$ cat config.mk
export PLATFORM = sky130hd
export DESIGN_NAME = palette_fade_engine
export DESIGN_NICKNAME = d
export VERILOG_FILES = /design/src/rtl/pfe_pkg.sv /design/src/rtl/pfe_front.sv /design/src/rtl/pfe_queue.sv /design/src/rtl/pfe_back.sv /design/src/rtl/palette_fade_engine.sv
export SDC_FILE = /design/constraint.sdc
export NUM_CORES = 2
export LEC_CHECK = 0
export ABC_AREA = 1
export BUFFER_PORTS_ARGS = -buffer_cell sky130_fd_sc_hd__buf_4
export CORE_UTILIZATION = 45
export CTS_BUF_LIST = sky130_fd_sc_hd__clkbuf_16
export DETAILED_ROUTE_END_ITERATION = 6
export SKIP_CTS_REPAIR_TIMING = 1
export SLEW_MARGIN = 25
export SYNTH_ARGS = -nofsm -noshare
export SYNTH_HDL_FRONTEND = slang
export SYNTH_SLANG_ARGS = --single-unit
$ cat constraint.sdc
create_clock -name clk -period 31.2 [get_ports clk]
set_input_delay 1.56 -clock clk [delete_from_list [all_inputs] [get_ports clk]]
set_output_delay 1.56 -clock clk [all_outputs]
set_load 0.005 [all_outputs]
$ cat src/rtl/pfe_pkg.sv
// Package for the palette fade engine: sizes, operation and register codes,
// the command passed from front to back, and the per-entry fade step.
// No dependencies.
`timescale 1ns / 1ps

package pfe_pkg;

    localparam int ENTRIES   = 64;
    localparam int LAST_STEP = 21;

    localparam int IDX_W   = 6;
    localparam int LEVEL_W = 3;
    localparam int CFG_W   = 6;
    localparam int ENT_W   = $clog2(ENTRIES);
    localparam int SLOTS   = 2 * ENTRIES;
    localparam int SLOT_W  = $clog2(SLOTS);
    localparam int POS_W   = ((ENT_W > IDX_W) ? ENT_W : IDX_W) + 1;
    localparam int STEP_W  = (LAST_STEP > 1) ? $clog2(LAST_STEP + 1) : 1;
    localparam int Q_DEPTH = 2;
    localparam int Q_PTR_W = (Q_DEPTH > 2) ? $clog2(Q_DEPTH) : 1;
    localparam int Q_CNT_W = $clog2(Q_DEPTH + 1);

    localparam logic [1:0] OP_WRITE = 2'd0;
    localparam logic [1:0] OP_READ  = 2'd1;
    localparam logic [1:0] OP_TICK  = 2'd2;

    localparam logic [1:0] REG_FADE_MODE     = 2'd0;
    localparam logic [1:0] REG_FIRST_ENTRY   = 2'd1;
    localparam logic [1:0] REG_EXTRA_ENTRIES = 2'd2;
    localparam logic [1:0] REG_SKIP_SECOND   = 2'd3;

    localparam logic [2:0] MODE_NONE      = 3'd0;
    localparam logic [2:0] MODE_FADE_IN   = 3'd1;
    localparam logic [2:0] MODE_FADE_OUT  = 3'd2;
    localparam logic [2:0] MODE_FLASH_IN  = 3'd3;
    localparam logic [2:0] MODE_FLASH_OUT = 3'd4;

    localparam logic [LEVEL_W-1:0] LEVEL_MAX = '1;
    localparam logic [LEVEL_W-1:0] LEVEL_ONE = LEVEL_W'(1);

    typedef struct packed {
        logic [LEVEL_W-1:0] red;
        logic [LEVEL_W-1:0] green;
        logic [LEVEL_W-1:0] blue;
    } color_t;

    typedef enum logic [1:0] {
        CMD_WRITE = 2'd0,
        CMD_READ  = 2'd1,
        CMD_TICK  = 2'd2,
        CMD_NOP   = 2'd3
    } cmd_kind_t;

    typedef struct packed {
        cmd_kind_t          kind;
        logic               to_target;
        logic [SLOT_W-1:0]  slot;
        color_t             color;
    } cmd_t;

    function automatic color_t step_color(input color_t cur, input color_t tgt,
                                          input logic [2:0] mode);
        color_t res;
        begin
            res = cur;
            case (mode)
                MODE_FADE_IN:
                begin
                    if (tgt.blue > cur.blue) res.blue = cur.blue + LEVEL_ONE;
                    else if (tgt.green > cur.green) res.green = cur.green + LEVEL_ONE;
                    else if (tgt.red > cur.red) res.red = cur.red + LEVEL_ONE;
                end
                MODE_FADE_OUT:
                begin
                    if (cur.red != '0) res.red = cur.red - LEVEL_ONE;
                    else if (cur.green != '0) res.green = cur.green - LEVEL_ONE;
                    else if (cur.blue != '0) res.blue = cur.blue - LEVEL_ONE;
                end
                MODE_FLASH_IN:
                begin
                    if (tgt.blue < cur.blue) res.blue = cur.blue - LEVEL_ONE;
                    else if (tgt.green < cur.green) res.green = cur.green - LEVEL_ONE;
                    else if (tgt.red < cur.red) res.red = cur.red - LEVEL_ONE;
                end
                MODE_FLASH_OUT:
                begin
                    if (cur.red != LEVEL_MAX) res.red = cur.red + LEVEL_ONE;
                    else if (cur.green != LEVEL_MAX) res.green = cur.green + LEVEL_ONE;
                    else if (cur.blue != LEVEL_MAX) res.blue = cur.blue + LEVEL_ONE;
                end
                default:
                begin
                    res = cur;
                end
            endcase
            return res;
        end
    endfunction

endpackage

$ cat src/rtl/pfe_front.sv
// Front end of the palette fade engine: accepts input transactions and
// classifies them into commands for the back end. Depends on pfe_pkg.
`timescale 1ns / 1ps

module pfe_front (
    input  logic                        in_valid,
    output logic                        in_stall,
    input  logic [1:0]                  operation,
    input  logic [1:0]                  bank_select,
    input  logic [pfe_pkg::IDX_W-1:0]   entry_index,
    input  logic [pfe_pkg::LEVEL_W-1:0] red_level,
    input  logic [pfe_pkg::LEVEL_W-1:0] green_level,
    input  logic [pfe_pkg::LEVEL_W-1:0] blue_level,
    input  logic                        q_full,
    output logic                        push,
    output pfe_pkg::cmd_t               push_cmd
);
    import pfe_pkg::*;

    logic              in_range;
    logic [SLOT_W-1:0] slot;

    assign in_stall = q_full;
    assign push     = in_valid && !q_full;
    assign in_range = POS_W'(entry_index) < POS_W'(ENTRIES);
    assign slot     = bank_select[1] ? SLOT_W'(ENTRIES) + SLOT_W'(entry_index)
                                     : SLOT_W'(entry_index);

    always_comb
    begin
        push_cmd.to_target   = bank_select[0];
        push_cmd.slot        = slot;
        push_cmd.color.red   = red_level;
        push_cmd.color.green = green_level;
        push_cmd.color.blue  = blue_level;
        unique case (operation)
            OP_WRITE: push_cmd.kind = in_range ? CMD_WRITE : CMD_NOP;
            OP_READ:  push_cmd.kind = in_range ? CMD_READ : CMD_NOP;
            OP_TICK:  push_cmd.kind = CMD_TICK;
            default:  push_cmd.kind = CMD_NOP;
        endcase
    end

endmodule

$ cat src/rtl/pfe_queue.sv
// Command queue between front and back of the palette fade engine.
// Depends on pfe_pkg.
`timescale 1ns / 1ps

module pfe_queue (
    input  logic          clk,
    input  logic          rst_n,
    input  logic          push,
    input  pfe_pkg::cmd_t push_cmd,
    output logic          q_full,
    input  logic          pop,
    output logic          q_valid,
    output pfe_pkg::cmd_t q_cmd
);
    import pfe_pkg::*;

    cmd_t               slot_reg [Q_DEPTH];
    logic [Q_PTR_W-1:0] wr_ptr_reg, wr_ptr_next;
    logic [Q_PTR_W-1:0] rd_ptr_reg, rd_ptr_next;
    logic [Q_CNT_W-1:0] count_reg, count_next;

    assign q_full  = count_reg == Q_CNT_W'(Q_DEPTH);
    assign q_valid = count_reg != '0;
    assign q_cmd   = slot_reg[rd_ptr_reg];

    always_comb
    begin
        wr_ptr_next = wr_ptr_reg;
        rd_ptr_next = rd_ptr_reg;
        count_next  = count_reg;
        if (push)
        begin
            wr_ptr_next = (wr_ptr_reg == Q_PTR_W'(Q_DEPTH - 1)) ? '0
                                                                : wr_ptr_reg + 1'b1;
        end
        if (pop)
        begin
            rd_ptr_next = (rd_ptr_reg == Q_PTR_W'(Q_DEPTH - 1)) ? '0
                                                                : rd_ptr_reg + 1'b1;
        end
        if (push && !pop) count_next = count_reg + 1'b1;
        else if (pop && !push) count_next = count_reg - 1'b1;
    end

    always_ff @(posedge clk or negedge rst_n)
    begin
        if (!rst_n)
        begin
            wr_ptr_reg <= '0;
            rd_ptr_reg <= '0;
            count_reg  <= '0;
        end
        else
        begin
            wr_ptr_reg <= wr_ptr_next;
            rd_ptr_reg <= rd_ptr_next;
            count_reg  <= count_next;
        end
    end

    always_ff @(posedge clk)
    begin
        if (push) slot_reg[wr_ptr_reg] <= push_cmd;
    end

endmodule

$ cat src/rtl/pfe_back.sv
// Back end of the palette fade engine: configuration registers, palette
// memories, fade walk sequencer and result register. Depends on pfe_pkg.
`timescale 1ns / 1ps

module pfe_back (
    input  logic                        clk,
    input  logic                        rst_n,
    input  logic                        cfg_write,
    input  logic [1:0]                  cfg_index,
    input  logic [pfe_pkg::CFG_W-1:0]   cfg_data,
    input  logic                        q_valid,
    input  pfe_pkg::cmd_t               q_cmd,
    output logic                        pop,
    output logic                        out_valid,
    input  logic                        out_stall,
    output logic [pfe_pkg::LEVEL_W-1:0] read_red,
    output logic [pfe_pkg::LEVEL_W-1:0] read_green,
    output logic [pfe_pkg::LEVEL_W-1:0] read_blue,
    output logic                        fade_finished
);
    import pfe_pkg::*;

    typedef enum logic [3:0] {
        S_IDLE   = 4'b0001,
        S_RDWAIT = 4'b0010,
        S_WALK   = 4'b0100,
        S_DRAIN  = 4'b1000
    } state_t;

    state_t state_reg, state_next;

    logic [2:0]       mode_reg;
    logic [IDX_W-1:0] first_reg;
    logic [IDX_W-1:0] extra_reg;
    logic             skip_reg;
    logic [STEP_W-1:0] step_reg, step_next;

    logic [POS_W-1:0]  walk_pos_reg, walk_pos_next;
    logic [POS_W-1:0]  walk_end_reg, walk_end_next;
    logic              walk_bank_reg, walk_bank_next;
    logic              walk_do_b_reg, walk_do_b_next;
    logic              pend_reg, pend_next;
    logic [SLOT_W-1:0] pend_slot_reg, pend_slot_next;

    color_t            work_mem [SLOTS];
    color_t            targ_mem [SLOTS];
    logic [SLOTS-1:0]  work_vld_reg;
    logic [SLOTS-1:0]  targ_vld_reg;
    color_t            rd_work_reg, rd_targ_reg;
    logic              rd_work_vld_reg, rd_targ_vld_reg;
    logic              rd_sel_targ_reg;

    logic              rd_en;
    logic [SLOT_W-1:0] rd_slot;
    logic              rd_sel_targ_next;
    logic              wr_en;
    logic              wr_target;
    logic [SLOT_W-1:0] wr_slot;
    color_t            wr_color;

    logic              out_valid_reg, out_valid_next;
    color_t            out_color_reg, out_color_next;
    logic              out_fin_reg, out_fin_next;
    logic              load_out;

    logic              out_free;
    logic              tick_active;
    logic              skip_b;
    logic [POS_W-1:0]  range_last;
    logic [POS_W-1:0]  range_end;
    logic              range_empty;
    logic [SLOT_W-1:0] walk_slot;
    color_t            rd_cur, rd_tgt, stepped;
    logic              step_wrap;

    assign out_free    = !out_valid_reg || !out_stall;
    assign tick_active = (mode_reg >= MODE_FADE_IN) && (mode_reg <= MODE_FLASH_OUT);
    assign skip_b      = skip_reg && (mode_reg == MODE_FADE_IN || mode_reg == MODE_FLASH_IN);
    assign range_last  = POS_W'(first_reg) + POS_W'(extra_reg);
    assign range_end   = (range_last > POS_W'(ENTRIES - 1)) ? POS_W'(ENTRIES - 1) : range_last;
    assign range_empty = POS_W'(first_reg) >= POS_W'(ENTRIES);
    assign walk_slot   = walk_bank_reg ? SLOT_W'(ENTRIES) + SLOT_W'(walk_pos_reg)
                                       : SLOT_W'(walk_pos_reg);
    assign rd_cur      = rd_work_vld_reg ? rd_work_reg : '0;
    assign rd_tgt      = rd_targ_vld_reg ? rd_targ_reg : '0;
    assign stepped     = step_color(rd_cur, rd_tgt, mode_reg);
    assign step_wrap   = step_reg == STEP_W'(LAST_STEP);

    assign pop           = (state_reg == S_IDLE) && q_valid && out_free;
    assign out_valid     = out_valid_reg;
    assign read_red      = out_color_reg.red;
    assign read_green    = out_color_reg.green;
    assign read_blue     = out_color_reg.blue;
    assign fade_finished = out_fin_reg;

    always_comb
    begin
        state_next       = state_reg;
        step_next        = step_reg;
        walk_pos_next    = walk_pos_reg;
        walk_end_next    = walk_end_reg;
        walk_bank_next   = walk_bank_reg;
        walk_do_b_next   = walk_do_b_reg;
        pend_next        = 1'b0;
        pend_slot_next   = pend_slot_reg;
        rd_en            = 1'b0;
        rd_slot          = q_cmd.slot;
        rd_sel_targ_next = rd_sel_targ_reg;
        wr_en            = 1'b0;
        wr_target        = 1'b0;
        wr_slot          = q_cmd.slot;
        wr_color         = q_cmd.color;
        load_out         = 1'b0;
        out_color_next   = '0;
        out_fin_next     = 1'b0;

        unique case (state_reg)
            S_IDLE:
            begin
                if (pop)
                begin
                    unique case (q_cmd.kind)
                        CMD_WRITE:
                        begin
                            wr_en     = 1'b1;
                            wr_target = q_cmd.to_target;
                            load_out  = 1'b1;
                        end
                        CMD_READ:
                        begin
                            rd_en            = 1'b1;
                            rd_sel_targ_next = q_cmd.to_target;
                            state_next       = S_RDWAIT;
                        end
                        CMD_TICK:
                        begin
                            if (!tick_active)
                            begin
                                load_out     = 1'b1;
                                out_fin_next = 1'b1;
                            end
                            else if (range_empty)
                            begin
                                state_next = S_DRAIN;
                            end
                            else
                            begin
                                walk_pos_next  = POS_W'(first_reg);
                                walk_end_next  = range_end;
                                walk_bank_next = 1'b0;
                                walk_do_b_next = !skip_b;
                                state_next     = S_WALK;
                            end
                        end
                        default:
                        begin
                            load_out = 1'b1;
                        end
                    endcase
                end
            end
            S_RDWAIT:
            begin
                load_out       = 1'b1;
                out_color_next = rd_sel_targ_reg ? rd_tgt : rd_cur;
                state_next     = S_IDLE;
            end
            S_WALK:
            begin
                rd_en          = 1'b1;
                rd_slot        = walk_slot;
                pend_next      = 1'b1;
                pend_slot_next = walk_slot;
                if (walk_pos_reg == walk_end_reg)
                begin
                    if (!walk_bank_reg && walk_do_b_reg)
                    begin
                        walk_bank_next = 1'b1;
                        walk_pos_next  = POS_W'(first_reg);
                    end
                    else
                    begin
                        state_next = S_DRAIN;
                    end
                end
                else
                begin
                    walk_pos_next = walk_pos_reg + 1'b1;
                end
            end
            S_DRAIN:
            begin
                load_out     = 1'b1;
                out_fin_next = step_wrap;
                step_next    = step_wrap ? '0 : step_reg + 1'b1;
                state_next   = S_IDLE;
            end
            default:
            begin
                state_next = S_IDLE;
            end
        endcase

        if (pend_reg)
        begin
            wr_en     = 1'b1;
            wr_target = 1'b0;
            wr_slot   = pend_slot_reg;
            wr_color  = stepped;
        end

        out_valid_next = load_out || (out_valid_reg && out_stall);
    end

    always_ff @(posedge clk or negedge rst_n)
    begin
        if (!rst_n)
        begin
            mode_reg  <= MODE_NONE;
            first_reg <= '0;
            extra_reg <= '1;
            skip_reg  <= 1'b0;
        end
        else if (cfg_write)
        begin
            unique case (cfg_index)
                REG_FADE_MODE:     mode_reg  <= cfg_data[2:0];
                REG_FIRST_ENTRY:   first_reg <= cfg_data[IDX_W-1:0];
                REG_EXTRA_ENTRIES: extra_reg <= cfg_data[IDX_W-1:0];
                REG_SKIP_SECOND:   skip_reg  <= cfg_data[0];
            endcase
        end
    end

    always_ff @(posedge clk or negedge rst_n)
    begin
        if (!rst_n)
        begin
            state_reg     <= S_IDLE;
            step_reg      <= '0;
            pend_reg      <= 1'b0;
            out_valid_reg <= 1'b0;
            work_vld_reg  <= '0;
            targ_vld_reg  <= '0;
        end
        else
        begin
            state_reg     <= state_next;
            pend_reg      <= pend_next;
            out_valid_reg <= out_valid_next;
            if (cfg_write && cfg_index == REG_FADE_MODE) step_reg <= '0;
            else step_reg <= step_next;
            if (wr_en && !wr_target) work_vld_reg[wr_slot] <= 1'b1;
            if (wr_en && wr_target) targ_vld_reg[wr_slot] <= 1'b1;
        end
    end

    always_ff @(posedge clk)
    begin
        walk_pos_reg    <= walk_pos_next;
        walk_end_reg    <= walk_end_next;
        walk_bank_reg   <= walk_bank_next;
        walk_do_b_reg   <= walk_do_b_next;
        pend_slot_reg   <= pend_slot_next;
        rd_sel_targ_reg <= rd_sel_targ_next;
        if (load_out)
        begin
            out_color_reg <= out_color_next;
            out_fin_reg   <= out_fin_next;
        end
    end

    always_ff @(posedge clk)
    begin
        if (wr_en && !wr_target) work_mem[wr_slot] <= wr_color;
        if (rd_en)
        begin
            rd_work_reg     <= work_mem[rd_slot];
            rd_work_vld_reg <= work_vld_reg[rd_slot];
        end
    end

    always_ff @(posedge clk)
    begin
        if (wr_en && wr_target) targ_mem[wr_slot] <= wr_color;
        if (rd_en)
        begin
            rd_targ_reg     <= targ_mem[rd_slot];
            rd_targ_vld_reg <= targ_vld_reg[rd_slot];
        end
    end

    a_load_when_free: assert property (@(posedge clk) disable iff (!rst_n)
        load_out |-> out_free)
        else $error("result register loaded while occupied");

    a_writeback_after_walk: assert property (@(posedge clk) disable iff (!rst_n)
        pend_reg |-> $past(state_reg == S_WALK))
        else $error("write-back without a walk read");

    a_walk_in_range: assert property (@(posedge clk) disable iff (!rst_n)
        state_reg == S_WALK |-> walk_pos_reg < POS_W'(ENTRIES))
        else $error("walk position beyond last entry");

    a_finish_restarts: assert property (@(posedge clk) disable iff (!rst_n)
        (state_reg == S_DRAIN && step_wrap) |=> step_reg == '0)
        else $error("step count not restarted after completion");

endmodule

$ cat src/rtl/palette_fade_engine.sv
// Palette fade engine top level. A write, a read of a missing entry and an idle
// tick load the result register when popped; a read first passes the memory read
// registers; an active tick walks the range in bank A, then bank B unless skipped,
// then drains. Throughput: one write per cycle while the output is not stalled;
// a read or an active tick holds the back end while a two-deep queue takes input.
// Reset is asynchronous; palette entries read as zero through per-entry valid flags.
`timescale 1ns / 1ps

module palette_fade_engine (
    input  logic                        clk,
    input  logic                        rst_n,
    input  logic                        cfg_write,
    input  logic [1:0]                  cfg_index,
    input  logic [pfe_pkg::CFG_W-1:0]   cfg_data,
    input  logic                        in_valid,
    output logic                        in_stall,
    input  logic [1:0]                  operation,
    input  logic [1:0]                  bank_select,
    input  logic [pfe_pkg::IDX_W-1:0]   entry_index,
    input  logic [pfe_pkg::LEVEL_W-1:0] red_level,
    input  logic [pfe_pkg::LEVEL_W-1:0] green_level,
    input  logic [pfe_pkg::LEVEL_W-1:0] blue_level,
    output logic                        out_valid,
    input  logic                        out_stall,
    output logic [pfe_pkg::LEVEL_W-1:0] read_red,
    output logic [pfe_pkg::LEVEL_W-1:0] read_green,
    output logic [pfe_pkg::LEVEL_W-1:0] read_blue,
    output logic                        fade_finished
);
    import pfe_pkg::*;

    logic q_full;
    logic push;
    cmd_t push_cmd;
    logic pop;
    logic q_valid;
    cmd_t q_cmd;

    pfe_front u_front (
        .in_valid    (in_valid),
        .in_stall    (in_stall),
        .operation   (operation),
        .bank_select (bank_select),
        .entry_index (entry_index),
        .red_level   (red_level),
        .green_level (green_level),
        .blue_level  (blue_level),
        .q_full      (q_full),
        .push        (push),
        .push_cmd    (push_cmd)
    );

    pfe_queue u_queue (
        .clk      (clk),
        .rst_n    (rst_n),
        .push     (push),
        .push_cmd (push_cmd),
        .q_full   (q_full),
        .pop      (pop),
        .q_valid  (q_valid),
        .q_cmd    (q_cmd)
    );

    pfe_back u_back (
        .clk           (clk),
        .rst_n         (rst_n),
        .cfg_write     (cfg_write),
        .cfg_index     (cfg_index),
        .cfg_data      (cfg_data),
        .q_valid       (q_valid),
        .q_cmd         (q_cmd),
        .pop           (pop),
        .out_valid     (out_valid),
        .out_stall     (out_stall),
        .read_red      (read_red),
        .read_green    (read_green),
        .read_blue     (read_blue),
        .fade_finished (fade_finished)
    );

endmodule

-- Word level (Yosys, flattened, before mapping)
Memory sizes are Yosys's and may differ from the RTL's. A register that Yosys moved wholly into a read port is not among the register bits.
Cells that the tools add are included.
- register bits: 323
- bits in writable memories: 2342
- input bits: 32
- output and inout bits: 12
- logic and storage cells: 217
- memories: 3
- memory list (memory ; words ; width ; rd ports ; clocked after memory_dff ; write ports ; RTL line ; text):
    u_back.targ_mem ; 128 ; 9 ; 1 ; 1 ; 1 ; pfe_back.sv:46 ; color_t targ_mem [SLOTS];
    u_back.work_mem ; 128 ; 9 ; 1 ; 1 ; 1 ; pfe_back.sv:45 ; color_t work_mem [SLOTS];
    u_queue.slot_reg ; 2 ; 19 ; 1 ; 0 ; 1 ; pfe_queue.sv:17 ; cmd_t slot_reg [Q_DEPTH];
- add/subtract/negate cells: 15
- magnitude comparators: 12
- equal/unequal tests: 30
- multiplexer cells: 86
- bitwise operators: 2
- reductions and logical operators: 44
- operators with widths (kind ; number):
    128-bit bitwise OR ; 2
    7-bit 2-to-1 mux ; 9
    3-bit 2-to-1 mux ; 16
    9-bit 2-to-1 mux ; 4
    9-bit case mux with 4 select lines ; 1
    1-bit 2-to-1 mux ; 31
    6-bit 2-to-1 mux ; 4
    7-bit by 8-bit < comparator with 1-bit output (second input constant) ; 2
    4-bit 2-to-1 mux ; 4
    4-bit case mux with 2 select lines ; 2
    5-bit 2-to-1 mux ; 3
    3-bit inequality test (second input constant) ; 5
    1-bit binary-select mux with 7-bit select ; 2
    7-bit case mux with 2 select lines ; 1
    1-bit logical AND ; 13
    2-bit equality test (second input constant) ; 5
    1-bit case mux with 2 select lines ; 5
    5-bit AND reduction ; 2
    3-bit by 1-bit adder with 3-bit output (second input constant) ; 3
    3-bit > comparator ; 3
    3-bit < comparator ; 3
    3-bit nonzero test ; 3
    3-bit by 1-bit subtractor with 3-bit output (second input constant) ; 3
    1-bit logical NOT ; 8
    other kinds (36) ; 55

-- Logic depth before layout (Yosys ltp)
- word-level depth: 10
- gate-level depth with buffers: 18
- gate-level depth less buffers: 16

-- Cells and area by module
A second synthesis with hierarchy kept.
- cells, all modules: 9659
- area total of the unflattened synthesis: 111260.5 um^2
- by module, submodules not included (module ; times used ; cells an instance ; area each (um^2) ; seq. area each (um^2)):
    pfe_back ; 1 ; 9553 ; 109452.5 ; 77898.5
    pfe_queue ; 1 ; 84 ; 1655.3 ; 1241.2
    pfe_front ; 1 ; 22 ; 152.6 ; 0.0

-- Worst setup path before layout
OpenSTA, ideal clock, no wires.
- path kind: reg-to-reg
- start point: reg u_back.rd_work_vld_reg
- end point: mem u_back.targ_mem[0][5] (netlist name), data pin
- library setup time: 2187 ps
- data arrival time: 11802 ps
- required time: 29013 ps
- slack: 17211 ps
- cell stages (with the launch flop): 15
- buffers on the path: 2
- period minus slack after synthesis: 13989 ps
- cell sequence: edfxtp_1 > buf_2 > nand2_1 > inv_1 > ha_1 > ha_1 > clkbuf_1 > a21oi_1 > o21ai_0 > nand3_1 > o21bai_1 > a21oi_1 > nand2_1 > nor2_1 > o21ai_0
- RTL lines (what ; RTL line ; text):
    start: declaration ; pfe_back.sv:50 ; logic rd_work_vld_reg, rd_targ_vld_reg;
    start signal: assignment ; pfe_back.sv:279 ; rd_work_vld_reg <= work_vld_reg[rd_slot];
    end: declaration ; pfe_back.sv:46 ;

-- Final worst setup path
- start point: reg u_queue.rd_ptr_reg
- end point: reg, netlist name u_back.rd_targ_reg[7]
- word-level cells in the longest chain between the ends: 5
- elaborated cells on any way between the ends: 6
- classes of those cells: 1 x eq/ne; 4 x mux; 1 x memory
- RTL lines (what ; RTL line ; text):
    start: declaration ; pfe_queue.sv:19 ; logic [Q_PTR_W-1:0] rd_ptr_reg, rd_ptr_next;
    start signal: assignment ; pfe_queue.sv:56 ; rd_ptr_reg <= rd_ptr_next;
    memory 2 x 19 bit * ; n/a ;
    2-bit by 1-bit equality test with 1-bit output ; pfe_back.sv:122 ; unique case (q_cmd.kind)
    1-bit 2-to-1 mux ; pfe_back.sv:122 ;
    1-bit 2-to-1 mux ; pfe_back.sv:120 ; if (pop)
    1-bit case mux with 2 select lines ; pfe_back.sv:117 ; unique case (state_reg)
Mark *: on every way between the ends. The rest lies on a longest branch, timed or not.
A chain may end at the register's enable or synchronous reset.

==> results.txt <==
STA puts the critical path data arrival time at 8.70 ns. The fill cell total of the finished layout came out at 21020. STA classifies the critical path startpoint as a flip-flop.

The root buffer cell is sky130_fd_sc_hd__clkbuf_16. The tool flagged a number of max-cap violations equal to 0. The final-report max-slew violation count is 0. Of the total power, registers draw 0.343.

The hold violation total from the final report came out at 0. The part of the power in the clock network is 0.244. The number of nets handed over by synthesis was 9749. The layout cell share with drive strength beyond 1 came out at 0.08441. The most critical setup path has its startpoint at u_queue.rd_ptr_reg. The mean number of vias per cell is 5.897.

Of the total power, combinational logic draws 0.413. The sort of element at the end of the critical path is a flip-flop. The largest net degree at the start of global routing is 219. The worst-case IR drop observed on VDD is 0.08716 mV. The area growth from synthesis to final layout is 11.57%. The number of library cell types mapped by synthesis is 48.

Counting I/O delays and the setup requirement, the final critical path takes 7.899 ns. The maximum fanout count along the critical path came out at 83. TritonCTS built the clock tree.

Of the synthesized area, sequential elements account for 0.7134. The flow ran to the end, and the final reports show no timing, DRC or antenna violations. Setup repair after global routing left no endpoint under its margin. The area of the die is 248500 um2. The remaining global-route overflow came out at 0.

The startpoint of the lowest-slack register-to-register path is u_queue.rd_ptr_reg. Cell internal power was estimated by the tool at 8023 uW. The TritonCTS sink count is 2683. The critical path goes through nand2_1, o21ai_1, nand2_2, nand2_4, buf_4, buf_4, buf_4, buf_4, nand2_1, nand3_1, nand3_1, nand3_1, nand3_1, nand3_1, nand3_1, nand2_1. The wire length of the first global-routing pass came out at 495500 um. The count of nets left with antenna violations once routing finished came out at 0. The path class of the tightest hold or removal check is reg -> reg.

In the final routed layout, each cell accounts on average for 25.96 um. The initial antenna violation count came to 12. Measured against its own limit, the worst slew margin works out to 0.2129.

The count of port buffers added during placement came out at 43. The final weighted congestion in routability-driven placement came out at 0.8571. The finished cells cover 123800 um2. The number of buffers between clock root and the deepest sink came out at 4. The critical path is of the reg -> reg type. The startpoint of the worst hold path is u_back.targ_vld_reg[41]. Clock latency on the worst-skew pair, taken at its later pin, is 0.96 ns. The die is 498.5 um wide.

The mean instance size in the synthesized netlist is 11.45 um2. The detailed-route via count is 76480. Including well taps, the total number of placed cells is 12440. After synthesis the cells add up to 110900 um2. The number of endpoints failing setup at the final stage came out at 0. For the worst setup path, the data required time is 32.01 ns. The die outline height is 498.5 um. Counting stages on the worst path, the most repeated cell is sky130_fd_sc_hd__nand3_1.

The analysis attributes to net switching a power of 5991 uW. The cell area power density is 113.2 nW/um2. The leakage power came out at 0.04454 uW. The final non-filler cell total is 12970. In this run the core area contains 181 standard-cell rows. The fraction of registers with async set/reset came out at 0.1070. The initial detailed-routing violation count is 9405.

The post-route clock period utilization came out at 0.2532. The H-tree depth reported by CTS came out at 5. The slew of the pin with the lowest slew margin came out at 1.181 ns. Detailed placement ended at an HPWL of 188400 um.

In this run the cell area measured after placement is 114100 um2. The setup TNS after final layout is 0 ns. The total area inside the core boundary comes to 244100 um2. The number of ports placed on the die boundary came out at 44. The via count of the first global-routing pass was 72460. For this run, the top clock speed supported by timing is 126.6 MHz. The switching part of the total power is 0.4275. The peak per-stage delay on the critical path came out at 0.91 ns. The clock-pin transition on the worst setup and hold timing paths is 0.07 ns. The slowest stage cell on the critical path is sky130_fd_sc_hd__buf_4.

The final routed DRC violation total is 0. The number of enable-type register cells in the synthesized netlist came out at 2396. The worst-case register-to-register setup slack is 23.30 ns. The first-pass detailed-route iteration total came out at 6. After technology mapping, the gate count stands at 9685. In the synthesized netlist the dominant register cell turns out to be sky130_fd_sc_hd__edfxtp_1. TritonCTS created 299 clock buffers. The initial core utilization came out at 0.4544. The global routing usage summed across all routing layers came out at 0.2669.

The routed wire length is 336700 um. The largest registers in the layout are u_back.targ_mem (1152), u_back.work_mem (1152). In the final design database the tool counted 9602 nets. The number of synthesized register bits came out at 2683. On the final layout, the worst clock skew is 0.07509 ns.

Yosys printed 0 warnings.
==> path summary, 6_finish.rpt <==
check | end | cells after the start
max | u_back.rd_targ_reg[7] | 16
min | u_back.targ_vld_reg[41] | 2
max reg2reg | u_back.rd_targ_reg[7] | 16
min reg2reg | u_back.targ_vld_reg[41] | 2
max in group asynchronous | u_back.work_vld_reg[66] | 3
min in group asynchronous | u_back.work_vld_reg[36] | 1
==> cell type report <==
class / count / area [um2] / share of cell area
clock inverter: 214 / 1597 / 0.01290
timing repair buffer: 185 / 1774 / 0.01433
antenna: 4 / 10.01 / 0.00008087
clock buffer: 311 / 7782 / 0.06287
inverter: 114 / 441.7 / 0.003568
tap: 3202 / 4006 / 0.03237
sequential: 2683 / 79140 / 0.6394
multi-input combinational: 6255 / 29030 / 0.2345
==> per-layer routing <==
metal / vias to the layer above / GRT usage / routed length, um / part of all wire
met2: 3829 / 0.4115 / 155100 / 0.46
met5: - / 0 / 92 / 0.00027
li1: 33860 / - / - / -
met1: 38110 / 0.3747 / 137000 / 0.41
met3: 669 / 0.04484 / 30060 / 0.089
met4: 14 / 0.1122 / 14390 / 0.043
==> cell usage in the layout (no fill, tap or decap), drive strengths merged, types with 6 or more instances in the layout <==
| master | n |
|---|---|
| xor2 | 13 |
| o21ai | 85 |
| or2 | 265 |
| dfrtp | 280 |
| o22ai | 6 |
| clkbuf | 311 |
| bufinv | 27 |
| dfstp | 7 |
| inv | 181 |
| nor3 | 8 |
| nand4 | 7 |
| ha | 31 |
| o211ai | 9 |
| nand3 | 2811 |
| nand2 | 2626 |
| clkinv | 116 |
| buf | 185 |
| nor2 | 337 |
| edfxtp | 2396 |
| xnor2 | 8 |
| a21oi | 28 |
==> power groups by stage <==
stage,Combinational (uW),Sequential [uW],Clock (uW)
2_1_floorplan,3380,5100,0
3_3_place_gp,5610,4890,0
3_5_place_dp,5680,4890,0
4_1_cts,5690,4810,3450
5_1_grt,6160,4820,3580
6_report,5790,4810,3420
==> critical path: cells and delay by family (launching register included) <==
| family | cells | cell delay, ns |
|---|---|---|
| DFF | 1 | 0.89 |
| and+or+nand+nor | 11 | 3.09 |
| AOI/OAI and AO/OA | 1 | 0.18 |
| buffers and inverters | 4 | 3.31 |
==> synth_stat cells, types with 4 or more instances <==
cell type	number	area, um2
sky130_fd_sc_hd__o22ai_1	6	37.54
sky130_fd_sc_hd__xor2_1	13	113.9
sky130_fd_sc_hd__dfrtp_1	280	7007
sky130_fd_sc_hd__o21ai_1	10	50.05
sky130_fd_sc_hd__a21oi_1	28	140.1
sky130_fd_sc_hd__buf_2	382	1912
sky130_fd_sc_hd__edfxtp_1	2396	71950
sky130_fd_sc_hd__o211ai_1	9	67.56
sky130_fd_sc_hd__nand4_1	7	43.79
sky130_fd_sc_hd__ha_1	31	387.9
sky130_fd_sc_hd__inv_2	7	26.28
sky130_fd_sc_hd__inv_1	104	390.4
sky130_fd_sc_hd__buf_4	24	180.2
sky130_fd_sc_hd__nand3_1	2809	14060
sky130_fd_sc_hd__nor3_1	7	35.03
sky130_fd_sc_hd__dfstp_2	7	183.9
sky130_fd_sc_hd__buf_1	52	195.2
sky130_fd_sc_hd__clkbuf_1	173	649.4
sky130_fd_sc_hd__or2_2	75	469.2
sky130_fd_sc_hd__o21ai_0	72	360.4
sky130_fd_sc_hd__or2_1	188	1176
sky130_fd_sc_hd__nand2_1	2621	9838
sky130_fd_sc_hd__xnor2_1	8	70.07
sky130_fd_sc_hd__nor2_1	332	1246
sky130_fd_sc_hd__nand2_2	4	25.02
==> kinds of logic after synthesis <==
group	synth area share
fa+ha+maj	0.003677
xor+xnor	0.001658
compound gates	0.006846
buf+inv	0.03053
simple gates	0.2436
other cells	0.00003380
flops	0.7134
mux	0.0002707
==> through the flow <==
stage          hold slack [ns]  setup slack (ns)  total power (uW)    util
5_1_grt                 0.4724             22.96             14560  0.5070
3_3_place_gp            0.4415             23.50             10490  0.4662
6_report                0.4581             23.30             14010  0.5070
3_5_place_dp            0.4464             23.45             10560  0.4674
2_1_floorplan           0.4275             17.21              8476       -
4_1_cts                 0.4604             23.44             13950  0.5058
Note: power is estimated with default switching activity, not from simulation.
